$ cat config.mk
export PLATFORM = sky130hd
export DESIGN_NAME = gmbs_mac
export DESIGN_NICKNAME = d
export VERILOG_FILES = /design/src/hdl/gmbs_pkg.sv /design/src/hdl/gmbs_mac.sv
export VERILOG_INCLUDE_DIRS = /design/src /design/src/hdl
export SDC_FILE = /design/constraint.sdc
export NUM_CORES = 1
export LEC_CHECK = 0
export ABC_AREA = 1
export ABC_CLOCK_PERIOD_IN_PS = 18500
export BUFFER_PORTS_ARGS = -buffer_cell sky130_fd_sc_hd__buf_4
export CORE_ASPECT_RATIO = 1.75
export CORE_MARGIN = 2
export CORE_UTILIZATION = 40
export CTS_CLUSTER_DIAMETER = 80
export DETAILED_ROUTE_END_ITERATION = 12
export PLACE_DENSITY = 0.62
export RECOVER_POWER = 50
export SYNTH_ARGS = -nofsm -noshare
export SYNTH_HDL_FRONTEND = slang
export SYNTH_SLANG_ARGS = --single-unit
$ cat constraint.sdc
create_clock -name aclk -period 18.5 [get_ports aclk]
set_clock_uncertainty 0.15 [all_clocks]
set_input_delay 2.775 -clock aclk [delete_from_list [all_inputs] [get_ports aclk]]
set_output_delay 2.775 -clock aclk [all_outputs]
set_load 0.03 [all_outputs]
$ cat src/hdl/assert_macros.svh
// Assertion macros shared by the baseband synthesizer modules.
// No dependencies.
`ifndef ASSERT_MACROS_SVH
`define ASSERT_MACROS_SVH

// Property that must hold at every clock edge outside reset.
`define GMBS_ASSERT(lbl, clk, rstn, prop, msg) \
    lbl: assert property (@(posedge clk) disable iff (!rstn) (prop)) else $error(msg);

// Consequent must hold in the cycle after the antecedent.
`define GMBS_ASSERT_NEXT(lbl, clk, rstn, ante, cons, msg) \
    lbl: assert property (@(posedge clk) disable iff (!rstn) (ante) |=> (cons)) else $error(msg);

`endif

$ cat src/hdl/gmbs_pkg.sv
// Shared types, constants and the sine table for the baseband synthesizer.
// No dependencies.
package gmbs_pkg;

    localparam int GMBS_CHANNELS   = 16;
    localparam int GMBS_CODE_DEPTH = 2048;
    localparam int GMBS_NAV_WORDS  = 64;

    localparam logic [2:0] CMD_TICK  = 3'd0;
    localparam logic [2:0] CMD_CHIP  = 3'd1;
    localparam logic [2:0] CMD_NAV   = 3'd2;
    localparam logic [2:0] CMD_NH    = 3'd3;
    localparam logic [2:0] CMD_FIELD = 3'd4;

    localparam logic [13:0] FLD_ACTIVE    = 14'd0;
    localparam logic [13:0] FLD_NH_EN     = 14'd1;
    localparam logic [13:0] FLD_GAIN      = 14'd2;
    localparam logic [13:0] FLD_CARR_PH   = 14'd3;
    localparam logic [13:0] FLD_CARR_STEP = 14'd4;
    localparam logic [13:0] FLD_CODE_PH   = 14'd5;
    localparam logic [13:0] FLD_CODE_STEP = 14'd6;
    localparam logic [13:0] FLD_CODE_LEN  = 14'd7;
    localparam logic [13:0] FLD_CODE_CNT  = 14'd8;
    localparam logic [13:0] FLD_BIT_CNT   = 14'd9;
    localparam logic [13:0] FLD_WORD_CNT  = 14'd10;
    localparam logic [13:0] FLD_SIGNS     = 14'd11;

    localparam int NH_LEN = 20;

    typedef struct packed {
        logic [2:0]  command;
        logic [3:0]  channel;
        logic [13:0] index;
        logic [43:0] value;
    } in_item_t;

    typedef struct packed {
        logic signed [15:0] i_sample;
        logic signed [15:0] q_sample;
    } out_item_t;

    typedef struct packed {
        logic clear;
        logic en;
        logic sel_q;
        logic negate;
    } mac_ctrl_t;

    typedef struct packed {
        logic chip_we;
        logic nav_we;
        logic rd_en;
    } store_ctrl_t;

    localparam logic [7:0] QUARTER_WAVE [128] = '{
        8'd2, 8'd5, 8'd8, 8'd11, 8'd14, 8'd17, 8'd20, 8'd23, 8'd26, 8'd29, 8'd32, 8'd35,
        8'd38, 8'd41, 8'd44, 8'd47, 8'd50, 8'd53, 8'd56, 8'd59, 8'd62, 8'd65, 8'd68,
        8'd71, 8'd74, 8'd77, 8'd80, 8'd83, 8'd86, 8'd89, 8'd91, 8'd94, 8'd97, 8'd100,
        8'd103, 8'd105, 8'd108, 8'd111, 8'd114, 8'd116, 8'd119, 8'd122, 8'd125, 8'd127,
        8'd130, 8'd132, 8'd135, 8'd138, 8'd140, 8'd143, 8'd145, 8'd148, 8'd150, 8'd153,
        8'd155, 8'd157, 8'd160, 8'd162, 8'd164, 8'd167, 8'd169, 8'd171, 8'd173, 8'd176,
        8'd178, 8'd180, 8'd182, 8'd184, 8'd186, 8'd188, 8'd190, 8'd192, 8'd194, 8'd196,
        8'd198, 8'd200, 8'd202, 8'd204, 8'd205, 8'd207, 8'd209, 8'd210, 8'd212, 8'd214,
        8'd215, 8'd217, 8'd218, 8'd220, 8'd221, 8'd223, 8'd224, 8'd225, 8'd227, 8'd228,
        8'd229, 8'd230, 8'd232, 8'd233, 8'd234, 8'd235, 8'd236, 8'd237, 8'd238, 8'd239,
        8'd240, 8'd241, 8'd241, 8'd242, 8'd243, 8'd244, 8'd244, 8'd245, 8'd245, 8'd246,
        8'd247, 8'd247, 8'd248, 8'd248, 8'd248, 8'd249, 8'd249, 8'd249, 8'd249, 8'd250,
        8'd250, 8'd250, 8'd250, 8'd250};

    // 512-point sine, mirrored from a quarter wave
    function automatic logic signed [8:0] sine_of(input logic [8:0] k);
        logic [7:0] q;
        logic [7:0] mag;
        q   = k[7:0];
        mag = q[7] ? QUARTER_WAVE[7'(8'd255 - q)] : QUARTER_WAVE[q[6:0]];
        return k[8] ? -$signed({1'b0, mag}) : $signed({1'b0, mag});
    endfunction

endpackage

$ cat src/hdl/gmbs_mac.sv
// Shared multiply-accumulate unit: signed table value times unsigned gain into I or Q sum.
// Depends on gmbs_pkg and assert_macros.svh.
`include "assert_macros.svh"

module gmbs_mac import gmbs_pkg::*; #(
    parameter int ACC_W = 23
) (
    input  logic                    aclk,
    input  logic                    aresetn,
    input  mac_ctrl_t               ctrl,
    input  logic signed [8:0]       tab_val,
    input  logic [7:0]              gain,
    output logic signed [ACC_W-1:0] i_acc,
    output logic signed [ACC_W-1:0] q_acc
);

    logic signed [ACC_W-1:0] i_acc_reg, i_acc_next;
    logic signed [ACC_W-1:0] q_acc_reg, q_acc_next;
    logic signed [17:0]      prod;
    logic signed [17:0]      term;

    always_comb begin
        prod = 18'(tab_val * $signed({1'b0, gain}));
        term = ctrl.negate ? -prod : prod;
        i_acc_next = i_acc_reg;
        q_acc_next = q_acc_reg;
        if (ctrl.clear) begin
            i_acc_next = '0;
            q_acc_next = '0;
        end else if (ctrl.en) begin
            if (ctrl.sel_q) begin
                q_acc_next = q_acc_reg + ACC_W'(term);
            end else begin
                i_acc_next = i_acc_reg + ACC_W'(term);
            end
        end
    end

    always_ff @(posedge aclk) begin
        i_acc_reg <= i_acc_next;
        q_acc_reg <= q_acc_next;
    end

    assign i_acc = i_acc_reg;
    assign q_acc = q_acc_reg;

    `GMBS_ASSERT_NEXT(a_clear_zero, aclk, aresetn, ctrl.clear, (i_acc_reg == '0) && (q_acc_reg == '0), "accumulators not cleared")

endmodule

==> results of run 1 <==
[through the flow]
step	cells	hold WS, ns
2_1_floorplan	1146	0.474
3_3_place_gp	1423	0.368
3_5_place_dp	1423	0.373
4_1_cts	1431	0.383
5_1_grt	1431	0.402
6_report	1431	0.388
[layout make-up]
class | count | area (um2) | area share, %
timing repair buffer | 68 | 338 | 4.07
tap | 238 | 298 | 3.59
sequential | 46 | 921 | 11.1
multi-input combinational | 811 | 5560 | 67.1
inverter | 260 | 976 | 11.8
clock inverter | 2 | 60.1 | 0.724
clock buffer | 6 | 139 | 1.67
[cell usage after synthesis, types with 4 or more instances]
cell | number | area share [%]
inv_1 | 259 | 13
nand3b_1 | 4 | 0.40
nor3_1 | 8 | 0.53
nand2_1 | 245 | 12
nand2_2 | 6 | 0.50
a21o_1 | 7 | 0.69
clkbuf_1 | 27 | 1.3
a21oi_1 | 57 | 3.8
ha_1 | 85 | 14
o211ai_1 | 9 | 0.89
nand4_1 | 16 | 1.3
dfxtp_1 | 46 | 12
o21bai_1 | 8 | 0.79
fa_1 | 62 | 16
o21ai_0 | 63 | 4.2
xor2_1 | 31 | 3.6
nor2_1 | 112 | 5.6
xnor2_1 | 18 | 2.1
nand3_1 | 50 | 3.3
a31oi_1 | 8 | 0.66
[worst min path at each step]
stage	start	end	slack (ns)	depth (start not counted)
after floorplan	q_acc[0]	q_acc[0]	0.47	2
after global placement	q_acc[18]	q_acc[18]	0.37	2
after detailed placement	q_acc[0]	q_acc[0]	0.37	2
after CTS	q_acc[0]	q_acc[0]	0.38	2
after global routing	q_acc[0]	q_acc[0]	0.40	2
final	q_acc[0]	q_acc[0]	0.39	2
[logic make-up after synthesis]
kind of cell    count (synthesis)  share of synthesized area [%]
xor+xnor                       50                           5.88
simple gates                  453                           25.3
fa+ha+maj                     147                           30.4
flops                          46                           12.2
buf+inv                       289                           14.4
compound gates                161                           11.9
[metal layers]
metal  share of wire [%]  up-vias
li1                    -     3639
met1                  36     3291
met2                  57      105
met3                 2.2       39
met4                 5.1        0
met5                   0        -
[layout by cell type (no fill, tap or decap), drive strengths merged]
| cell | instances |
|---|---|
| a211oi | 1 |
| a21boi | 1 |
| a21o | 7 |
| a21oi | 57 |
| a221oi | 1 |
| a31o | 2 |
| a31oi | 8 |
| buf | 22 |
| bufinv | 2 |
| clkbuf | 52 |
| dfxtp | 46 |
| fa | 62 |
| ha | 85 |
| inv | 260 |
| nand2 | 253 |
| nand3 | 52 |
| nand3b | 4 |
| nand4 | 17 |
| nor2 | 116 |
| nor3 | 8 |
| nor4 | 2 |
| o211ai | 9 |
| o21a | 1 |
| o21ai | 65 |
| o21bai | 8 |
| o221ai | 1 |
| or2 | 1 |
| xnor2 | 18 |
| xor2 | 32 |
[worst max-delay path, delay by kind of cell]
kind | cells | cell delay (ns)
xor gates and xnor gates | 1 | 0.50
and+or+nand+nor | 15 | 1.84
AOI/OAI and AO/OA | 3 | 0.58
adders and majority gates | 6 | 2.99
buffers and inverters | 6 | 0.43
==> metrics.md, run 1 <==
| Metric | Value |
|---|---|
| Run status | complete, no violations |
| I/O Pins | 69 |
| Layout cells sized above 1 | 4.19% |
| Max-cap violation count | 0 |
| Overflow after GRT | 0 |
| # fillers | 1996 |
| CTS tree | done |
| Setup bufs post-CTS | 0 |
| Remaining antenna violation count | 0 |
| Clock Tree Buf Depth | 2 |
| Root Driver | clkbuf_16 |
| Final Slew Violations | 0 |
| Vias | 7074 |
| Post-synth EDFFs | 0 |
| Routing usage on met2 | 42.4% |
| Synthesized Nets | 1316 |
| Worst Tran Pin Value | 1.01 ns |
| Die area | 20100 um2 |
| Synth async-reset ratio | 0% |
| Clock net sink count | 46 |
| Layout Nets | 1362 |
| Port Buffers | 67 |
| Post-CTS resize count | 0 |
| Crit path largest cell delay | 0.65 ns |
| Crit path kind | in -> reg |
| Clock latency on the worst-skew pair | 0.30 ns |
| Largest net degree at the start of global routing | 32 |
| Setup TNS | 0 ns |
| Initial Utilization | 40.7% |
| ANT cells | 0 |
| Drt drc | 0 |
| Post-Syn Area | 7570 um2 |
| First-pass GRT wire length | 32700 um |
| Layout area overhead | 9.55% |
| Avg Cell Area, Syn | 6.61 um2 |
| Htree depth | 2 |
| R2R setup slack | 15.72 ns |
| Post-DP HPWL | 16500 um |
| F_max | 110 MHz |
| Num CTS Buffers | 5 |
| Worst r2r path cells | 11 |
| Final non-filler cell area | 8290 um2 |
| Critical path's most frequent cell | nand2_1 |
| Synth Instances | 1146 |
| DR WL/cell | 13.6 um |
| Die width | 108 um |
| Final Core Density | 44.6% |
| Period utilisation layout | 49.2% |
| Synth Warn # | 0 |
| CP Capture Type | flip-flop |
| Slowest CP cell | fa_1 |
| Critical Path End | i_acc[22] |
| WL final | 19400 um |
| Yosys reg bits | 46 |
| Sequential share of the synthesized area | 12.2% |
| Initial antenna violation count | 0 |
| Hold Crit Class | reg -> reg |
| Fin crit period | 9.10 ns |
| Vias in the first global route | 7181 |
| Worst Path Max Fanout | 9 |
| Worst slack at placement | 9.18 ns |
| Met3 Track Usage GR | 1.33% |
| Placer Congestion | 0.886 |
| FP Rows | 66 |
| Clk slew on worst S/H paths | 0.07 ns |
| RR Endpoint | i_acc[18] |
| CP startpoint | gain[0] |
| Ys flop type | dfxtp_1 |
| GRT Total Usage | 20.4% |
| Setup ws final | 9.40 ns |
| Slew HR | 32.8% |
| Routing usage on met1 | 19.0% |
| Post-DP Area | 8270 um2 |
| Reg2reg start | i_acc[0] |
| Busiest grt layer | met2 |
| Synth cell types | 38 |
| CP arrival | 9.14 ns |
| Final setup viols | 0 |
| DR pass1 iterations | 4 |
| Hold buffers post-CTS | 0 |
| Unrepaired setup endpoints after global routing | no |
| DR iter-0 viols | 224 |
| Drt via density | 4.94 |
| Required time of the critical path | 18.54 ns |
| Hold Fails Final Rpt | 0 |
| Critical path startpoint category | input port |
| Die H | 186 um |
| Core box area | 18600 um2 |
Power of run 1 is left out: the tool's default activity adds up to more than one toggle a clock period on the data nets, which glitch-free logic cannot reach.
==> inputs of run 2 (changes only) <==
--- a/config.mk
+++ b/config.mk
@@ -7,7 +7,7 @@
 export NUM_CORES = 1
 export LEC_CHECK = 0
 export ABC_AREA = 1
-export ABC_CLOCK_PERIOD_IN_PS = 18500
+export ABC_CLOCK_PERIOD_IN_PS = 8900
 export BUFFER_PORTS_ARGS = -buffer_cell sky130_fd_sc_hd__buf_4
 export CORE_ASPECT_RATIO = 1.75
 export CORE_MARGIN = 2
==> constraint.sdc (replaced) <==
create_clock -name aclk -period 8.9 [get_ports aclk]
set_clock_uncertainty 0.15 [all_clocks]
set_input_delay 1.335 -clock aclk [delete_from_list [all_inputs] [get_ports aclk]]
set_output_delay 1.335 -clock aclk [all_outputs]
set_load 0.03 [all_outputs]
==> run 2 against run 1 <==
Cell count unchanged. Design area down 0.39%. Register-to-register slack got worse by 9.5 ns. Routed wire length hardly changed. Sequential share of layout area barely moved. Core utilization is 0.18 points lower. Via count rose by 0.11%.
==> metrics.md, run 2 (same netlist as run 1, synthesis figures left out) <==
| Metric | Value |
|---|---|
| Final Core Density | 44.5% (-0.18 points) |
| DR iter-0 viols | 217 (-3.1%) |
| F_max | 134 MHz |
| DR WL/cell | 13.6 um (about the same) |
| Drt drc | 0 (unchanged) |
| Layout cells sized above 1 | 4.19% (unchanged) |
| I/O Pins | 69 (unchanged) |
| Overflow after GRT | 0 (unchanged) |
| Fin crit period | 7.44 ns |
| Core box area | 18600 um2 (unchanged) |
| Initial antenna violation count | 0 (unchanged) |
| Clk slew on worst S/H paths | 0.07 ns (about the same) |
| Critical path startpoint category | input port |
| Hold buffers post-CTS | 0 (unchanged) |
| Htree depth | 2 (unchanged) |
| Largest net degree at the start of global routing | 32 (unchanged) |
| Critical path's most frequent cell | nand2_1 |
| Crit path kind | in -> reg |
| Remaining antenna violation count | 0 (unchanged) |
| FP Rows | 66 (unchanged) |
| Final non-filler cell area | 8260 um2 (-0.39%) |
| Max-cap violation count | 0 (unchanged) |
| Num CTS Buffers | 5 (unchanged) |
| Drt via density | 4.95 (+0.11%) |
| Layout area overhead | 9.12% |
| Die H | 186 um (unchanged) |
| Final setup viols | 0 (unchanged) |
| GRT Total Usage | 20.6% (+0.23 points) |
| Required time of the critical path | 8.95 ns (-9.59 ns) |
| Commonest non-fill, non-tap cell in the layout | inv_1 |
| Worst Path Max Fanout | 8 (-1) |
| Reg area | 921 um2 (unchanged) |
| Slowest CP cell | fa_1 |
| Final Slew Violations | 0 (unchanged) |
| Hold Crit Class | reg -> reg |
| ANT cells | 0 (unchanged) |
| Layout Nets | 1362 (unchanged) |
| Crit path largest cell delay | 0.66 ns (about the same) |
| Clock latency on the worst-skew pair | 0.30 ns (about the same) |
| Setup bufs post-CTS | 0 (unchanged) |
| Unrepaired setup endpoints after global routing | no |
| Run status | complete, no violations |
| Initial Utilization | 40.7% (unchanged) |
| Clock Tree Buf Depth | 2 (unchanged) |
| Post-CTS resize count | 0 (unchanged) |
| Worst Tran Pin Value | 0.996 ns (-0.0101 ns) |
| Setup TNS | 0 ns (unchanged) |
| Die area | 20100 um2 (unchanged) |
| Slew HR | 33.5% (+0.67 points) |
| Placer Congestion | 0.891 (+0.54%) |
| Vias | 7082 (+0.11%) |
| CP Capture Type | flip-flop |
| Clock net sink count | 46 (unchanged) |
| # fillers | 2030 (+1.7%) |
| Period utilisation layout | 83.6% |
| Die width | 108 um (unchanged) |
| DR pass1 iterations | 4 (unchanged) |
| Most frequent cells in the layout | inv_1, nand2_1, nor2_1, ha_1, o21ai_0 |
| Post-DP HPWL | 16600 um (+0.77%) |
| Area of the multi-input gates | 5560 um2 (unchanged) |
| Post-DP Area | 8270 um2 (unchanged) |
| Root Driver | clkbuf_16 |
| Vias in the first global route | 7258 (+1.1%) |
| WL final | 19400 um (about the same) |
| Port Buffers | 67 (unchanged) |
| CP arrival | 7.49 ns (-1.65 ns) |
| Worst hold slack | 0.386 ns (-0.00185 ns) |
| First-pass GRT wire length | 32800 um (+0.34%) |
| Hold Fails Final Rpt | 0 (unchanged) |
| CTS tree | done |
[run 2: worst max-delay path, delay by kind of cell]
family	cells	cell delay [ns]
AND/OR/NAND/NOR	15	1.62
buffers and inverters	6	0.42
AO/OA/AOI/OAI	3	0.57
XOR/XNOR	1	0.54
adder cells (fa/ha/maj)	6	3.00
[run 2: worst paths after layout]
kind,slack [ns],from,cells past startpoint,end
worst max-delay path,1.46,tab_val[8],31,i_acc[22]
worst min-delay path,0.39,q_acc[0],2,q_acc[0]
worst max register to register,6.20,i_acc[0],11,i_acc[18]
worst min register to register,0.39,q_acc[0],2,q_acc[0]
[run 2: area by class of cell]
type	instances	area share, %
Clock buffer	8	2.01
Multi-Input combinational cell	811	67.3
Timing Repair Buffer	68	4.09
Sequential cell	46	11.1
Tap cell	238	3.60
Inverter	260	11.8
[run 2: per-layer routing]
layer	share of wire, %	vias up	GRT usage (%)
met5	0	-	0
met1	34	3288	19.0
met4	5.1	0	11.0
met3	2.4	44	1.61
li1	-	3637	-
met2	58	113	42.9
[run 2: stage by stage]
step | worst slack, ns | cells
after floorplan | 1.85 | 1146
after CTS | 1.50 | 1431
after global routing | 1.06 | 1431
after detailed placement | 1.15 | 1423
final | 1.46 | 1431
after global placement | 1.22 | 1423
Power of run 2 is left out for the same reason.
==> inputs of run 3 (changes only) <==
--- a/config.mk
+++ b/config.mk
@@ -7,14 +7,14 @@
 export NUM_CORES = 1
 export LEC_CHECK = 0
 export ABC_AREA = 1
-export ABC_CLOCK_PERIOD_IN_PS = 8900
+export ABC_CLOCK_PERIOD_IN_PS = 6550
 export BUFFER_PORTS_ARGS = -buffer_cell sky130_fd_sc_hd__buf_4
 export CORE_ASPECT_RATIO = 1.75
 export CORE_MARGIN = 2
 export CORE_UTILIZATION = 40
 export CTS_CLUSTER_DIAMETER = 80
 export DETAILED_ROUTE_END_ITERATION = 12
-export PLACE_DENSITY = 0.62
+export PLACE_DENSITY = 0.65
 export RECOVER_POWER = 50
 export SYNTH_ARGS = -nofsm -noshare
 export SYNTH_HDL_FRONTEND = slang
==> constraint.sdc (replaced) <==
create_clock -name aclk -period 6.55 [get_ports aclk]
set_clock_uncertainty 0.15 [all_clocks]
set_input_delay 0.9825 -clock aclk [delete_from_list [all_inputs] [get_ports aclk]]
set_output_delay 0.9825 -clock aclk [all_outputs]
set_load 0.03 [all_outputs]
==> run 3 against run 2 <==
Register-to-register slack got worse by 2.2 ns. Sequential cell count unchanged. Worst hold slack improved by 0.0076 ns. Highest routed layer unchanged. Global-route usage increased by 1.3 points. Count of clock-buffer cells in the layout unchanged. Design area increased by 30%. First-iteration DRC count increased by 6.5%. Cell count increased by 14%. Critical path depth increased by 6. Via count increased by 13%. Sequential share of layout area decreased by 2.6 points.
==> metrics.md, run 3 (same netlist as run 1, synthesis figures left out) <==
| Metric | Value |
|---|---|
| Run status | complete, no violations |
| Fin crit period | 6.44 ns |
| Initial antenna violation count | 0 (unchanged) |
| Die H | 186 um (unchanged) |
| Worst hold slack | 0.394 ns (+0.00756 ns) |
| FP Rows | 66 (unchanged) |
| GRT Total Usage | 21.9% (+1.3 points) |
| Period utilisation layout | 98.3% |
| Remaining antenna violation count | 0 (unchanged) |
| Crit path largest cell delay | 0.57 ns (-0.09 ns) |
| ANT cells | 0 (unchanged) |
| Hold Fails Final Rpt | 0 (unchanged) |
| Port Buffers | 67 (unchanged) |
| Placer Congestion | 0.882 (-0.97%) |
| Layout cells sized above 1 | 30.7% (+26 points) |
| Vias | 8009 (+13%) |
| Largest net degree at the start of global routing | 32 (unchanged) |
| DR pass1 iterations | 4 (unchanged) |
| Final setup viols | 0 (unchanged) |
| Max-cap violation count | 0 (unchanged) |
| Overflow after GRT | 0 (unchanged) |
| Drt drc | 0 (unchanged) |
| WL final | 22600 um (+16%) |
| Vias in the first global route | 7947 (+9.5%) |
| Unrepaired setup endpoints after global routing | yes |
| R2R setup slack | 3.96 ns (-2.24 ns) |
| Die area | 20100 um2 (unchanged) |
| Initial Utilization | 40.7% (unchanged) |
| Met3 Track Usage GR | 1.37% (-0.25 points) |
| Clk slew on worst S/H paths | 0.07 ns (about the same) |
| Busiest grt layer | met2 |
| Hold buffers post-CTS | 0 (unchanged) |
| Drt via density | 4.92 (-0.53%) |
| Worst Path Max Fanout | 6 (-2) |
| Layout Nets | 1558 (+14%) |
| Critical Path End | i_acc[22] |
| Htree depth | 2 (unchanged) |
| Post-DP HPWL | 17700 um (+6.3%) |
| Slew HR | 31.0% (-2.5 points) |
| Commonest non-fill, non-tap cell in the layout | inv_1 |
| Clock latency on the worst-skew pair | 0.31 ns (about the same) |
| Die width | 108 um (unchanged) |
| CP arrival | 6.53 ns (-0.96 ns) |
| Clock Tree Buf Depth | 2 (unchanged) |
| Slowest CP cell | fa_2 |
| Worst Tran Pin Value | 1.03 ns (+0.0378 ns) |
| Most frequent cells in the layout | inv_1, buf_4, nand2_1, nor2_1, ha_1 |
| CP startpoint | tab_val[8] |
| Setup TNS | 0 ns (unchanged) |
| Worst r2r path cells | 11 (unchanged) |
| F_max | 155 MHz |
| Final Slew Violations | 0 (unchanged) |
| CTS tree | done |
| Num CTS Buffers | 5 (unchanged) |
| First-pass GRT wire length | 35000 um (+6.5%) |
| Core box area | 18600 um2 (unchanged) |
| Layout area overhead | 41.9% |
| Crit path kind | in -> reg |
| CP Capture Type | flip-flop |
| Reg2reg start | i_acc[0] |
| Hold Crit Class | reg -> reg |
| DR WL/cell | 13.9 um (+2.2%) |
| Required time of the critical path | 6.65 ns (-2.30 ns) |
| # fillers | 1732 (-15%) |
| Clock net sink count | 46 (unchanged) |
| Root Driver | clkbuf_16 |
| DR iter-0 viols | 231 (+6.5%) |
| Routing usage on met2 | 45.9% (+3.0 points) |
| Critical path startpoint category | input port |
| Routing usage on met1 | 19.8% (+0.77 points) |
| RR Endpoint | i_acc[18] |
| I/O Pins | 69 (unchanged) |
-- run 3: changes by cell type in the layout (fill, tap and decap cells not counted), moves of 15 or more --
cell / before / now
a21oi_1: 57 / 42
buf_4: 22 / 199
buf_6: 0 / 18
ha_1: 85 / 63
ha_4: 0 / 20
inv_1: 259 / 233
inv_2: 1 / 27
nand2_1: 245 / 186
nand2_2: 6 / 50
nand3_1: 50 / 35
-- run 3: cell type report --
cell class | instances | area (um2) | area share [%]
clock buffers | 8 | 166 | 1.55
inverters | 260 | 976 | 9.09
multi-input cells | 811 | 6440 | 60.0
flip-flops and latches | 46 | 921 | 8.57
well taps | 238 | 298 | 2.77
repair buffers | 264 | 1940 | 18.1
-- run 3: worst max-delay path: cells and delay by family --
kind                       cells  cell delay, ns
adders and majority gates      6            2.77
buffers and inverters          9            0.75
and+or+nand+nor               22            2.01
-- run 3: worst min-delay path by stage --
stage	start	endpoint	slack, ns	depth (start not counted)
after floorplan	q_acc[0]	q_acc[0]	0.47	2
after global placement	q_acc[18]	q_acc[18]	0.37	2
after detailed placement	q_acc[18]	q_acc[18]	0.38	2
after CTS	q_acc[0]	q_acc[0]	0.39	2
after global routing	q_acc[18]	q_acc[18]	0.44	2
final	q_acc[18]	q_acc[18]	0.39	2
-- run 3: timing repair --
| action | in CTS | in global routing |
|---|---|---|
| setup buffers | 1 | 23 |
| gates cloned | 0 | 0 |
| setup endpoints to repair | 8 | 21 |
| gates resized for setup | 21 | 226 |
| pin swaps | 5 | 110 |
-- run 3: stage by stage --
| stage | setup slack [ns] | instances | utilization (%) | cell area (um2) |
|---|---|---|---|---|
| after floorplan | 0.0112 | 1146 | - | 7580 |
| after global placement | -0.323 | 1596 | 51.6 | 9580 |
| after detailed placement | -0.418 | 1596 | 51.6 | 9580 |
| after CTS | 0.00122 | 1605 | 53.2 | 9890 |
| after global routing | -0.169 | 1627 | 57.8 | 10700 |
| final | 0.113 | 1627 | 57.8 | 10700 |
-- run 3: layer usage --
| metal | part of all wire, % | vias up |
|---|---|---|
| li1 | - | 4029 |
| met1 | 35 | 3807 |
| met2 | 58 | 115 |
| met3 | 1.8 | 58 |
| met4 | 5.2 | 0 |
| met5 | 0 | - |
Power of run 3 is left out for the same reason.
